### config.mk
export PLATFORM = sky130hd
export DESIGN_NAME = scan_point_segmenter
export DESIGN_NICKNAME = d
export VERILOG_FILES = /design/src/rtl/core/sps_pkg.sv /design/src/rtl/core/sps_front.sv /design/src/rtl/core/sps_queue.sv /design/src/rtl/core/sps_back.sv /design/src/rtl/core/scan_point_segmenter.sv
export SDC_FILE = /design/constraint.sdc
export NUM_CORES = 2
export LEC_CHECK = 0
export ABC_AREA = 1
export CAP_MARGIN = 15
export CELL_PAD_IN_SITES_DETAIL_PLACEMENT = 1
export CELL_PAD_IN_SITES_GLOBAL_PLACEMENT = 1
export CORE_ASPECT_RATIO = 1.25
export CORE_MARGIN = 5
export CORE_UTILIZATION = 51
export DETAILED_ROUTE_END_ITERATION = 10
export DONT_BUFFER_PORTS = 1
export PLACE_DENSITY_LB_ADDON = 0.1
export SETUP_SLACK_MARGIN = 0.02
export SLEW_MARGIN = 10
export SYNTH_ARGS = -nofsm -noshare
export SYNTH_HDL_FRONTEND = slang
export SYNTH_HIERARCHICAL = 1
export SYNTH_SLANG_ARGS = --single-unit
export TNS_END_PERCENT = 1
### constraint.sdc
create_clock -name clk_i -period 6.95 [get_ports clk_i]
set_input_delay 2.085 -clock clk_i [delete_from_list [all_inputs] [get_ports clk_i]]
set_output_delay 2.085 -clock clk_i [all_outputs]
set_load 0.02 [all_outputs]
### src/rtl/core/sps_pkg.sv
// ============================================================================
// sps_pkg: shared types and constants of the scan point segmenter
// Field widths, configuration register codes, the item structs of the input,
// output and internal queue, and the scan position codes of the front end.
// ============================================================================
package sps_pkg;

  // fixed field widths
  localparam int CoordW   = 16;
  localparam int GateW    = 16;
  localparam int MinW     = 13;
  localparam int StartW   = 12;
  localparam int LenW     = 13;
  localparam int CfgIdxW  = 1;
  localparam int CfgDataW = 16;
  localparam int SqW      = 2 * CoordW;

  // register reset values
  localparam logic [GateW-1:0] GateDistReset = 16'd100;
  localparam logic [MinW-1:0]  MinSizeReset  = 13'd3;

  // configuration register indexes
  typedef enum logic [CfgIdxW-1:0] {
    CFG_GATE_DISTANCE    = 1'b0,
    CFG_MIN_SEGMENT_SIZE = 1'b1
  } cfg_idx_e;

  // position of the next point within its scan
  typedef enum logic [2:0] {
    POS_FIRST  = 3'b001,
    POS_SECOND = 3'b010,
    POS_LATER  = 3'b100
  } scan_pos_e;

  // one scan point
  typedef struct packed {
    logic signed [CoordW-1:0] point_x;
    logic signed [CoordW-1:0] point_y;
    logic                     scan_end;
  } point_in_t;

  // one emitted segment
  typedef struct packed {
    logic [StartW-1:0] segment_start;
    logic [LenW-1:0]   segment_length;
    logic              item_last;
  } seg_out_t;

  // classified point passed from front to back
  typedef struct packed {
    logic first;
    logic near;
    logic scan_end;
  } cls_item_t;

endpackage

### src/rtl/core/sps_front.sv
// ============================================================================
// sps_front: point classification pipeline
// Takes scan points, forms squared distances to the previous point and the
// point two back, and compares them with the squared gate. Pushes one
// classified item per point into the queue; stalls on queue credit.
// ============================================================================
module sps_front #(
  parameter int QCW = 3
) (
  input  logic                           clk_i,
  input  logic                           rst_ni,
  input  logic                           in_valid_i,
  output logic                           in_stall_o,
  input  sps_pkg::point_in_t             in_data_i,
  input  logic [sps_pkg::GateW-1:0]      gate_distance_i,
  input  logic [QCW-1:0]                 q_free_i,
  output logic                           push_o,
  output sps_pkg::cls_item_t             push_item_o
);

  localparam int CW = sps_pkg::CoordW;
  localparam int SW = sps_pkg::SqW;

  function automatic logic [CW-1:0] abs_diff(input logic signed [CW-1:0] a,
                                             input logic signed [CW-1:0] b);
    logic signed [CW:0] d;
    logic        [CW:0] m;
    d = {a[CW-1], a} - {b[CW-1], b};
    m = -d;
    return d[CW] ? m[CW-1:0] : d[CW-1:0];
  endfunction

  logic                    accept;
  logic [1:0]              inflight;
  sps_pkg::scan_pos_e      pos_q, pos_d;
  logic signed [CW-1:0]    prev_x_q, prev_y_q, prev2_x_q, prev2_y_q;

  // stage 1: absolute deltas
  logic                    s1_v_q;
  logic [CW-1:0]           adx1_q, ady1_q, adx2_q, ady2_q;
  logic                    s1_first_q, s1_use2_q, s1_last_q;

  // stage 2: squares
  logic                    s2_v_q;
  logic [SW-1:0]           sqx1_q, sqy1_q, sqx2_q, sqy2_q;
  logic                    s2_first_q, s2_use2_q, s2_last_q;

  logic [SW-1:0]           gate_sq_q;
  logic [SW:0]             sum1, sum2;
  logic                    near1, near2;

  // credit check: every item in flight and the new one need a queue slot
  assign inflight   = {1'b0, s1_v_q} + {1'b0, s2_v_q};
  assign in_stall_o = (q_free_i <= QCW'(inflight));
  assign accept     = in_valid_i && !in_stall_o;

  // scan position tracking
  always_comb begin
    pos_d = pos_q;
    if (accept) begin
      if (in_data_i.scan_end) begin
        pos_d = sps_pkg::POS_FIRST;
      end else begin
        case (pos_q)
          sps_pkg::POS_FIRST:  pos_d = sps_pkg::POS_SECOND;
          sps_pkg::POS_SECOND: pos_d = sps_pkg::POS_LATER;
          sps_pkg::POS_LATER:  pos_d = sps_pkg::POS_LATER;
          default:             pos_d = sps_pkg::POS_FIRST;
        endcase
      end
    end
  end

  // control state and point history
  always_ff @(posedge clk_i or negedge rst_ni) begin
    if (!rst_ni) begin
      pos_q     <= sps_pkg::POS_FIRST;
      prev_x_q  <= '0;
      prev_y_q  <= '0;
      prev2_x_q <= '0;
      prev2_y_q <= '0;
      s1_v_q    <= 1'b0;
      s2_v_q    <= 1'b0;
    end else begin
      pos_q  <= pos_d;
      s1_v_q <= accept;
      s2_v_q <= s1_v_q;
      if (accept) begin
        prev2_x_q <= prev_x_q;
        prev2_y_q <= prev_y_q;
        prev_x_q  <= in_data_i.point_x;
        prev_y_q  <= in_data_i.point_y;
      end
    end
  end

  // datapath stages
  always_ff @(posedge clk_i) begin
    gate_sq_q  <= SW'(gate_distance_i) * SW'(gate_distance_i);
    adx1_q     <= abs_diff(in_data_i.point_x, prev_x_q);
    ady1_q     <= abs_diff(in_data_i.point_y, prev_y_q);
    adx2_q     <= abs_diff(in_data_i.point_x, prev2_x_q);
    ady2_q     <= abs_diff(in_data_i.point_y, prev2_y_q);
    s1_first_q <= (pos_q == sps_pkg::POS_FIRST);
    s1_use2_q  <= (pos_q == sps_pkg::POS_LATER);
    s1_last_q  <= in_data_i.scan_end;
    sqx1_q     <= SW'(adx1_q) * SW'(adx1_q);
    sqy1_q     <= SW'(ady1_q) * SW'(ady1_q);
    sqx2_q     <= SW'(adx2_q) * SW'(adx2_q);
    sqy2_q     <= SW'(ady2_q) * SW'(ady2_q);
    s2_first_q <= s1_first_q;
    s2_use2_q  <= s1_use2_q;
    s2_last_q  <= s1_last_q;
  end

  // gate compare and push
  assign sum1  = {1'b0, sqx1_q} + {1'b0, sqy1_q};
  assign sum2  = {1'b0, sqx2_q} + {1'b0, sqy2_q};
  assign near1 = (sum1 <= {1'b0, gate_sq_q});
  assign near2 = (sum2 <= {1'b0, gate_sq_q});

  assign push_o               = s2_v_q;
  assign push_item_o.first    = s2_first_q;
  assign push_item_o.near     = near1 || (s2_use2_q && near2);
  assign push_item_o.scan_end = s2_last_q;

endmodule

### src/rtl/core/sps_queue.sv
// ============================================================================
// sps_queue: classified item queue
// Small register queue between the front pipeline and the segment back end.
// Reports its free slot count so the front can run on credits.
// ============================================================================
module sps_queue #(
  parameter int DEPTH = 4,
  localparam int PW   = (DEPTH > 1) ? $clog2(DEPTH) : 1,
  localparam int QCW  = $clog2(DEPTH + 1)
) (
  input  logic               clk_i,
  input  logic               rst_ni,
  input  logic               push_i,
  input  sps_pkg::cls_item_t push_item_i,
  input  logic               pop_i,
  output logic               valid_o,
  output sps_pkg::cls_item_t item_o,
  output logic [QCW-1:0]     free_o
);

  sps_pkg::cls_item_t mem_q [DEPTH];
  logic [PW-1:0]      wr_ptr_q, rd_ptr_q;
  logic [QCW-1:0]     count_q;
  logic               do_pop;

  assign valid_o = (count_q != '0);
  assign item_o  = mem_q[rd_ptr_q];
  assign free_o  = QCW'(DEPTH) - count_q;
  assign do_pop  = pop_i && valid_o;

  // pointers and fill count
  always_ff @(posedge clk_i or negedge rst_ni) begin
    if (!rst_ni) begin
      wr_ptr_q <= '0;
      rd_ptr_q <= '0;
      count_q  <= '0;
    end else begin
      if (push_i) begin
        wr_ptr_q <= (wr_ptr_q == PW'(DEPTH - 1)) ? '0 : wr_ptr_q + 1'b1;
      end
      if (do_pop) begin
        rd_ptr_q <= (rd_ptr_q == PW'(DEPTH - 1)) ? '0 : rd_ptr_q + 1'b1;
      end
      count_q <= count_q + QCW'(push_i) - QCW'(do_pop);
    end
  end

  // item storage
  always_ff @(posedge clk_i) begin
    if (push_i) begin
      mem_q[wr_ptr_q] <= push_item_i;
    end
  end

endmodule

### src/rtl/core/sps_back.sv
// ============================================================================
// sps_back: run tracking and segment emission
// Pops classified items, keeps the point index and the open run length,
// and emits up to two segments per item through an output register with
// a one-entry hold for the second segment.
// ============================================================================
module sps_back #(
  parameter int MAX_POINTS = 4096
) (
  input  logic                        clk_i,
  input  logic                        rst_ni,
  input  logic                        q_valid_i,
  input  sps_pkg::cls_item_t          q_item_i,
  output logic                        pop_o,
  input  logic [sps_pkg::MinW-1:0]    min_segment_size_i,
  output logic                        out_valid_o,
  input  logic                        out_stall_i,
  output sps_pkg::seg_out_t           out_data_o
);

  localparam int CW = $clog2(MAX_POINTS + 1);
  localparam int AW = (CW > sps_pkg::MinW) ? CW : sps_pkg::MinW;
  localparam logic [CW-1:0] MaxCnt = CW'(MAX_POINTS);

  logic [CW-1:0]     idx_q, run_q, run_inc, run_mid, count;
  logic [AW-1:0]     min_ext, start1_w, start2_w;
  logic              emit1, emit2, any_emit, out_free, advance;
  sps_pkg::seg_out_t res1, res2;
  sps_pkg::seg_out_t out_q, out_d, hold_q, hold_d;
  logic              out_v_q, out_v_d, hold_v_q, hold_v_d;

  assign min_ext = AW'(min_segment_size_i);
  assign run_inc = (run_q < MaxCnt) ? run_q + 1'b1 : run_q;
  assign count   = (idx_q < MaxCnt) ? idx_q + 1'b1 : MaxCnt;

  // run update and break test
  always_comb begin
    emit1   = 1'b0;
    run_mid = CW'(1);
    if (!q_item_i.first) begin
      if (q_item_i.near) begin
        run_mid = run_inc;
      end else begin
        emit1 = (AW'(run_q) >= min_ext);
      end
    end
  end

  // closing segment at end of scan
  assign emit2    = q_item_i.scan_end && (AW'(run_mid) >= min_ext);
  assign any_emit = emit1 || emit2;
  assign start1_w = AW'(idx_q) - AW'(run_q);
  assign start2_w = (count >= run_mid) ? AW'(count - run_mid) : '0;

  assign res1.segment_start  = start1_w[sps_pkg::StartW-1:0];
  assign res1.segment_length = sps_pkg::LenW'(AW'(run_q));
  assign res1.item_last      = !emit2;
  assign res2.segment_start  = start2_w[sps_pkg::StartW-1:0];
  assign res2.segment_length = sps_pkg::LenW'(AW'(run_mid));
  assign res2.item_last      = 1'b1;

  // handshake with queue and output register
  assign out_free = !out_v_q || !out_stall_i;
  assign advance  = q_valid_i && !hold_v_q && (!any_emit || out_free);
  assign pop_o    = advance;

  always_comb begin
    out_d    = out_q;
    out_v_d  = out_v_q;
    hold_d   = hold_q;
    hold_v_d = hold_v_q;
    if (out_v_q && !out_stall_i) begin
      out_v_d = 1'b0;
    end
    if (hold_v_q) begin
      if (out_free) begin
        out_d    = hold_q;
        out_v_d  = 1'b1;
        hold_v_d = 1'b0;
      end
    end else if (advance && any_emit) begin
      out_v_d = 1'b1;
      out_d   = emit1 ? res1 : res2;
      if (emit1 && emit2) begin
        hold_d   = res2;
        hold_v_d = 1'b1;
      end
    end
  end

  // control state
  always_ff @(posedge clk_i or negedge rst_ni) begin
    if (!rst_ni) begin
      idx_q    <= '0;
      run_q    <= '0;
      out_v_q  <= 1'b0;
      hold_v_q <= 1'b0;
    end else begin
      out_v_q  <= out_v_d;
      hold_v_q <= hold_v_d;
      if (advance) begin
        idx_q <= q_item_i.scan_end ? '0 : count;
        run_q <= q_item_i.scan_end ? '0 : run_mid;
      end
    end
  end

  // result payload
  always_ff @(posedge clk_i) begin
    out_q  <= out_d;
    hold_q <= hold_d;
  end

  assign out_valid_o = out_v_q;
  assign out_data_o  = out_q;

endmodule

### src/rtl/core/scan_point_segmenter.sv
// ============================================================================
// scan_point_segmenter: laser scan segmentation by neighbor distance gate
// Splits a stream of scan points into runs of neighboring points and emits
// each run that is long enough as a start index and a length.
// ============================================================================
// Sustained rate is one point per clock while the input is not stalled. An
// accepted point passes through the delta stage, the square stage, the queue
// and the output register in that order, and a segment closed by a point is
// presented from the output register. The output register is the single
// result port: a point that closes two segments holds it for both in turn
// and keeps the back end from popping while the second waits in the hold;
// with the default queue depth this shows up as input stall in a
// back-to-back stream. Input stall rises when the queue credit (free queue
// slots minus points in the front pipeline) runs out. A stalled output blocks
// items that close a segment, so the queue fills and the input stalls. Config
// writes are always taken; write them only while no point is in flight.
module scan_point_segmenter #(
  parameter int MAX_SCAN_POINTS = 4096,
  parameter int QUEUE_DEPTH     = 4
) (
  input  logic                              clk_i,
  input  logic                              rst_ni,
  input  logic                              in_valid_i,
  output logic                              in_stall_o,
  input  sps_pkg::point_in_t                in_data_i,
  output logic                              out_valid_o,
  input  logic                              out_stall_i,
  output sps_pkg::seg_out_t                 out_data_o,
  input  logic                              cfg_valid_i,
  output logic                              cfg_ready_o,
  input  logic [sps_pkg::CfgIdxW-1:0]       cfg_index_i,
  input  logic [sps_pkg::CfgDataW-1:0]      cfg_data_i
);

  localparam int QCW = $clog2(QUEUE_DEPTH + 1);

  logic [sps_pkg::GateW-1:0] gate_q;
  logic [sps_pkg::MinW-1:0]  min_q;
  logic                      push, pop, q_valid;
  sps_pkg::cls_item_t        push_item, q_item;
  logic [QCW-1:0]            q_free;

  // configuration registers
  assign cfg_ready_o = 1'b1;

  always_ff @(posedge clk_i or negedge rst_ni) begin
    if (!rst_ni) begin
      gate_q <= sps_pkg::GateDistReset;
      min_q  <= sps_pkg::MinSizeReset;
    end else if (cfg_valid_i && cfg_ready_o) begin
      case (sps_pkg::cfg_idx_e'(cfg_index_i))
        sps_pkg::CFG_GATE_DISTANCE:    gate_q <= cfg_data_i[sps_pkg::GateW-1:0];
        sps_pkg::CFG_MIN_SEGMENT_SIZE: min_q  <= cfg_data_i[sps_pkg::MinW-1:0];
        default: ;
      endcase
    end
  end

  // front: distance classification
  sps_front #(
    .QCW (QCW)
  ) u_front (
    .clk_i           (clk_i),
    .rst_ni          (rst_ni),
    .in_valid_i      (in_valid_i),
    .in_stall_o      (in_stall_o),
    .in_data_i       (in_data_i),
    .gate_distance_i (gate_q),
    .q_free_i        (q_free),
    .push_o          (push),
    .push_item_o     (push_item)
  );

  // queue between front and back
  sps_queue #(
    .DEPTH (QUEUE_DEPTH)
  ) u_queue (
    .clk_i       (clk_i),
    .rst_ni      (rst_ni),
    .push_i      (push),
    .push_item_i (push_item),
    .pop_i       (pop),
    .valid_o     (q_valid),
    .item_o      (q_item),
    .free_o      (q_free)
  );

  // back: run tracking and segment output
  sps_back #(
    .MAX_POINTS (MAX_SCAN_POINTS)
  ) u_back (
    .clk_i              (clk_i),
    .rst_ni             (rst_ni),
    .q_valid_i          (q_valid),
    .q_item_i           (q_item),
    .pop_o              (pop),
    .min_segment_size_i (min_q),
    .out_valid_o        (out_valid_o),
    .out_stall_i        (out_stall_i),
    .out_data_o         (out_data_o)
  );

endmodule

==> metrics.yaml <==
critPathKind: "reg2reg"
ys_ff_latch: 421
synth_area_um2: 62100
hold_buffers: 0
core_um2: 121000
crit_family: "adder cells"
finalSetupViolations: 0
rows: 143
crit_path_top_delay_cell: "dfrtp_1"
grt_max_degree: 134
fin_skew_ps: 72.7
die_h_um: 400
grt_pass1_wl_um: 287000
fmax_mhz: 159
synth_edf_count: 63
synth_async_sr_flop_share_pct: 31.6
drt-pass1-iter-count: 6
period_share_pct: 90.5
cp-end-kind: "flop"
antenna_found_initial: 4
post_cts_resized: 0
tritoncts: "yes"
yosysWarnings: 6
via_count: 49600
status: "completed"
ys_seq_area_share_pct: 15.7
grt_use_total_pct: 27.7
clock_latency_ps: 690
drive_gt1_share_pct: 3.16
hpwl_um: 148000
rsz0062_at_grt: "false"
numCtsBuffers: 51
drt_iter0_markers: 2086
hp-class: "reg2reg"
synthXorXnorAreaFrac_pct: 5.09
max_stage_delay_ps: 950
clk_pin_slew_ps: 70
cp_data_required_time_ps: 7540
synth_flop_cell: "dfxtp_1"
fin_nets: 9421
synthDistinctLibCells: 62
synth_top_family_by_area: "adder cells"
synthMuxAreaShare_pct: 0
cts_root_buffer: "clkbuf_16"
drc: 0
htree_levels: 2
arrival_ps: 6880
wl_per_cell_um: 18.7
cts_sinks: 421
grt_overflow: 0
synth-adder-area-share_pct: 41.8
worst-path-buf-inv: 4
finalWirelength_um: 176000
cts_setup_buffers: 0
gp_congestion: 0.881
synth-simple-area-share_pct: 16.9
min_period_ps: 6290
setup_tns_ps: 0
max_slew_margin_pct: 22.7
clockBufferDepth: 3
area_growth_pct: 5.06
fillers: 15100
critPathMaxFanout: 18
portBuffers: 0
synth_compound_area_share_pct: 7.00
grt_pass1_vias: 55600
tightest_slew_ps: 1160
syn_area_per_cell_um2: 7.86
crit_top_cell: "fa_1"
drv_slew: 0
die_x_um: 322
initial_utilization_pct: 51.2
cp_cell_sequence: "nand2_1 > fa_1 > fa_1 > inv_1 > fa_1 > fa_1 > fa_1 > inv_1 > fa_1 > inv_1 > ha_1 > nand2_1 > nor2_1 > inv_1 > nor3_1 > nand3_1 > nand3_1 > nand3_1 > nand2_1 > nand2_1 > nand2_1 > xor2_1"
die-area_um2: 129000
syn-num-nets: 9533
ios: 84
netlist_instances: 7896
cp-start-kind: "flop"
ant_nets: 0
cap_violations: 0
final-hold-violation-count: 0
vias_per_cell: 5.26
cells in the final DEF, fill, tap and decap left out, types with 6 or more instances in the layout:
cell type and n:
inv_1 2004, ha_1 764, clkinv_4 8, nand2_1 1683, xnor2_1 136, edfxtp_1 63, or2_2 14, o21bai_1 33
clkbuf_16 51, a21o_1 22, nor4_1 18, o21a_1 24, nor2_2 13, dfstp_2 6, o21ai_1 20, nand3_2 9
dfrtp_1 127, fa_1 818, nand3_1 237, xor2_1 204, o2111ai_1 6, a21oi_2 9, a31o_2 6, nor3_1 52
nand2_2 26, nor2_1 395, dfxtp_1 225, a31oi_1 30, clkinv_2 8, nand3b_1 11, buf_4 35, a21boi_0 7
a21oi_1 358, nand4_1 66, o211ai_1 11, nand2_4 6, inv_2 12, o21ai_0 226, xor2_2 7
worst paths after layout:
path	slack [ps]	cells past startpoint	endpoint	from
worst max-delay path	660	22	u_front/gate_sq_q[29]	gate_q[11]
worst min-delay path	320	0	u_front/s2_first_q	u_front/s1_first_q
worst max register to register	660	22	u_front/gate_sq_q[29]	gate_q[11]
worst min register to register	320	0	u_front/s2_first_q	u_front/s1_first_q
max in group asynchronous	5400	0	u_front/prev2_x_q[2]	rst_ni
min in group asynchronous	1090	0	u_back/run_q[1]	rst_ni
Yosys cell counts (all sizes together) (2+ instances only):
| library cell | instances | area share (%) |
|---|---|---|
| nand4 | 66 | 0.67 |
| o21bai | 35 | 0.44 |
| o2111ai | 6 | 0.085 |
| fa | 818 | 26 |
| dfstp | 6 | 0.25 |
| o211ai | 11 | 0.13 |
| buf | 31 | 0.35 |
| dfrtp | 127 | 5.1 |
| and2 | 2 | 0.020 |
| or2 | 14 | 0.14 |
| nor4 | 18 | 0.18 |
| nand3 | 247 | 2.1 |
| a21oi | 367 | 3.0 |
| edfxtp | 63 | 3.0 |
| a211oi | 5 | 0.060 |
| clkbuf | 169 | 1.0 |
| o221ai | 5 | 0.071 |
| o21a | 24 | 0.29 |
| nand3b | 11 | 0.13 |
| a31oi | 30 | 0.30 |
| xnor2 | 140 | 2.0 |
| dfxtp | 225 | 7.3 |
| ha | 764 | 15 |
| xor2 | 211 | 3.1 |
| clkinv | 2 | 0.012 |
| nor2 | 410 | 2.6 |
| inv | 2017 | 12 |
| nor3b | 4 | 0.056 |
| nand2 | 1716 | 11 |
| a21boi | 11 | 0.15 |
| and3 | 2 | 0.020 |
| a21o | 22 | 0.27 |
| a31o | 6 | 0.085 |
| o21ai | 249 | 2.0 |
| a221oi | 5 | 0.071 |
| nor3 | 53 | 0.44 |
routing by layer:
layer	up-vias	routed length [um]	global-route usage, %
met5	-	0	0
met4	0	7370	10.2
met3	310	4040	2.24
met2	669	94500	53.4
met1	25000	69900	31.8
li1	23600	-	-
registers in the layout, summed over array words and instances (netlist names), 2 cells and up:
name               count
u_front/gate_sq_q     31
u_front/sqx1_q        31
u_front/sqx2_q        31
u_front/sqy1_q        31
u_front/sqy2_q        31
u_back/out_data_o     26
u_back/hold_q         25
gate_q                16
u_front/adx1_q        16
u_front/adx2_q        16
u_front/ady1_q        16
u_front/ady2_q        16
u_front/prev2_x_q     16
u_front/prev2_y_q     16
u_front/prev_x_q      16
u_front/prev_y_q      16
min_q                 13
u_back/idx_q          13
u_back/run_q          13
u_queue/mem_q         12
u_front/pos_q          3
u_queue/count_q        3
u_queue/rd_ptr_q       2
u_queue/wr_ptr_q       2
stage by stage:
| step | hold WS [ps] | std cells | worst slack [ps] | instance area [um2] | util [%] |
|---|---|---|---|---|---|
| after floorplan | 310 | 7896 | 1270 | 62100 | - |
| after global placement | 311 | 9326 | 767 | 63500 | 52.3 |
| after detailed placement | 317 | 9326 | 574 | 63500 | 52.3 |
| after CTS | 325 | 9420 | 546 | 65200 | 53.7 |
| after global routing | 335 | 9425 | 248 | 65200 | 53.8 |
| final | 325 | 9425 | 657 | 65200 | 53.8 |
cell families after synthesis:
group	after synthesis
flops	421
fa+ha+maj	1582
buf+inv	2219
compound gates	778
other cells	1
xor+xnor	351
simple gates	2544
cell type report:
class	count	area [um2]	area share (%)
clock inverters	37	392	0.601
diodes	5	12.5	0.0192
repair buffers	35	263	0.403
multi-input cells	5256	43900	67.4
inverters	2019	7580	11.6
well taps	1595	2000	3.06
flip-flops and latches	421	9730	14.9
clock buffers	57	1310	2.01
Power is left out: the tool's default activity adds up to more than one toggle a clock period on the data nets, which glitch-free logic cannot reach.
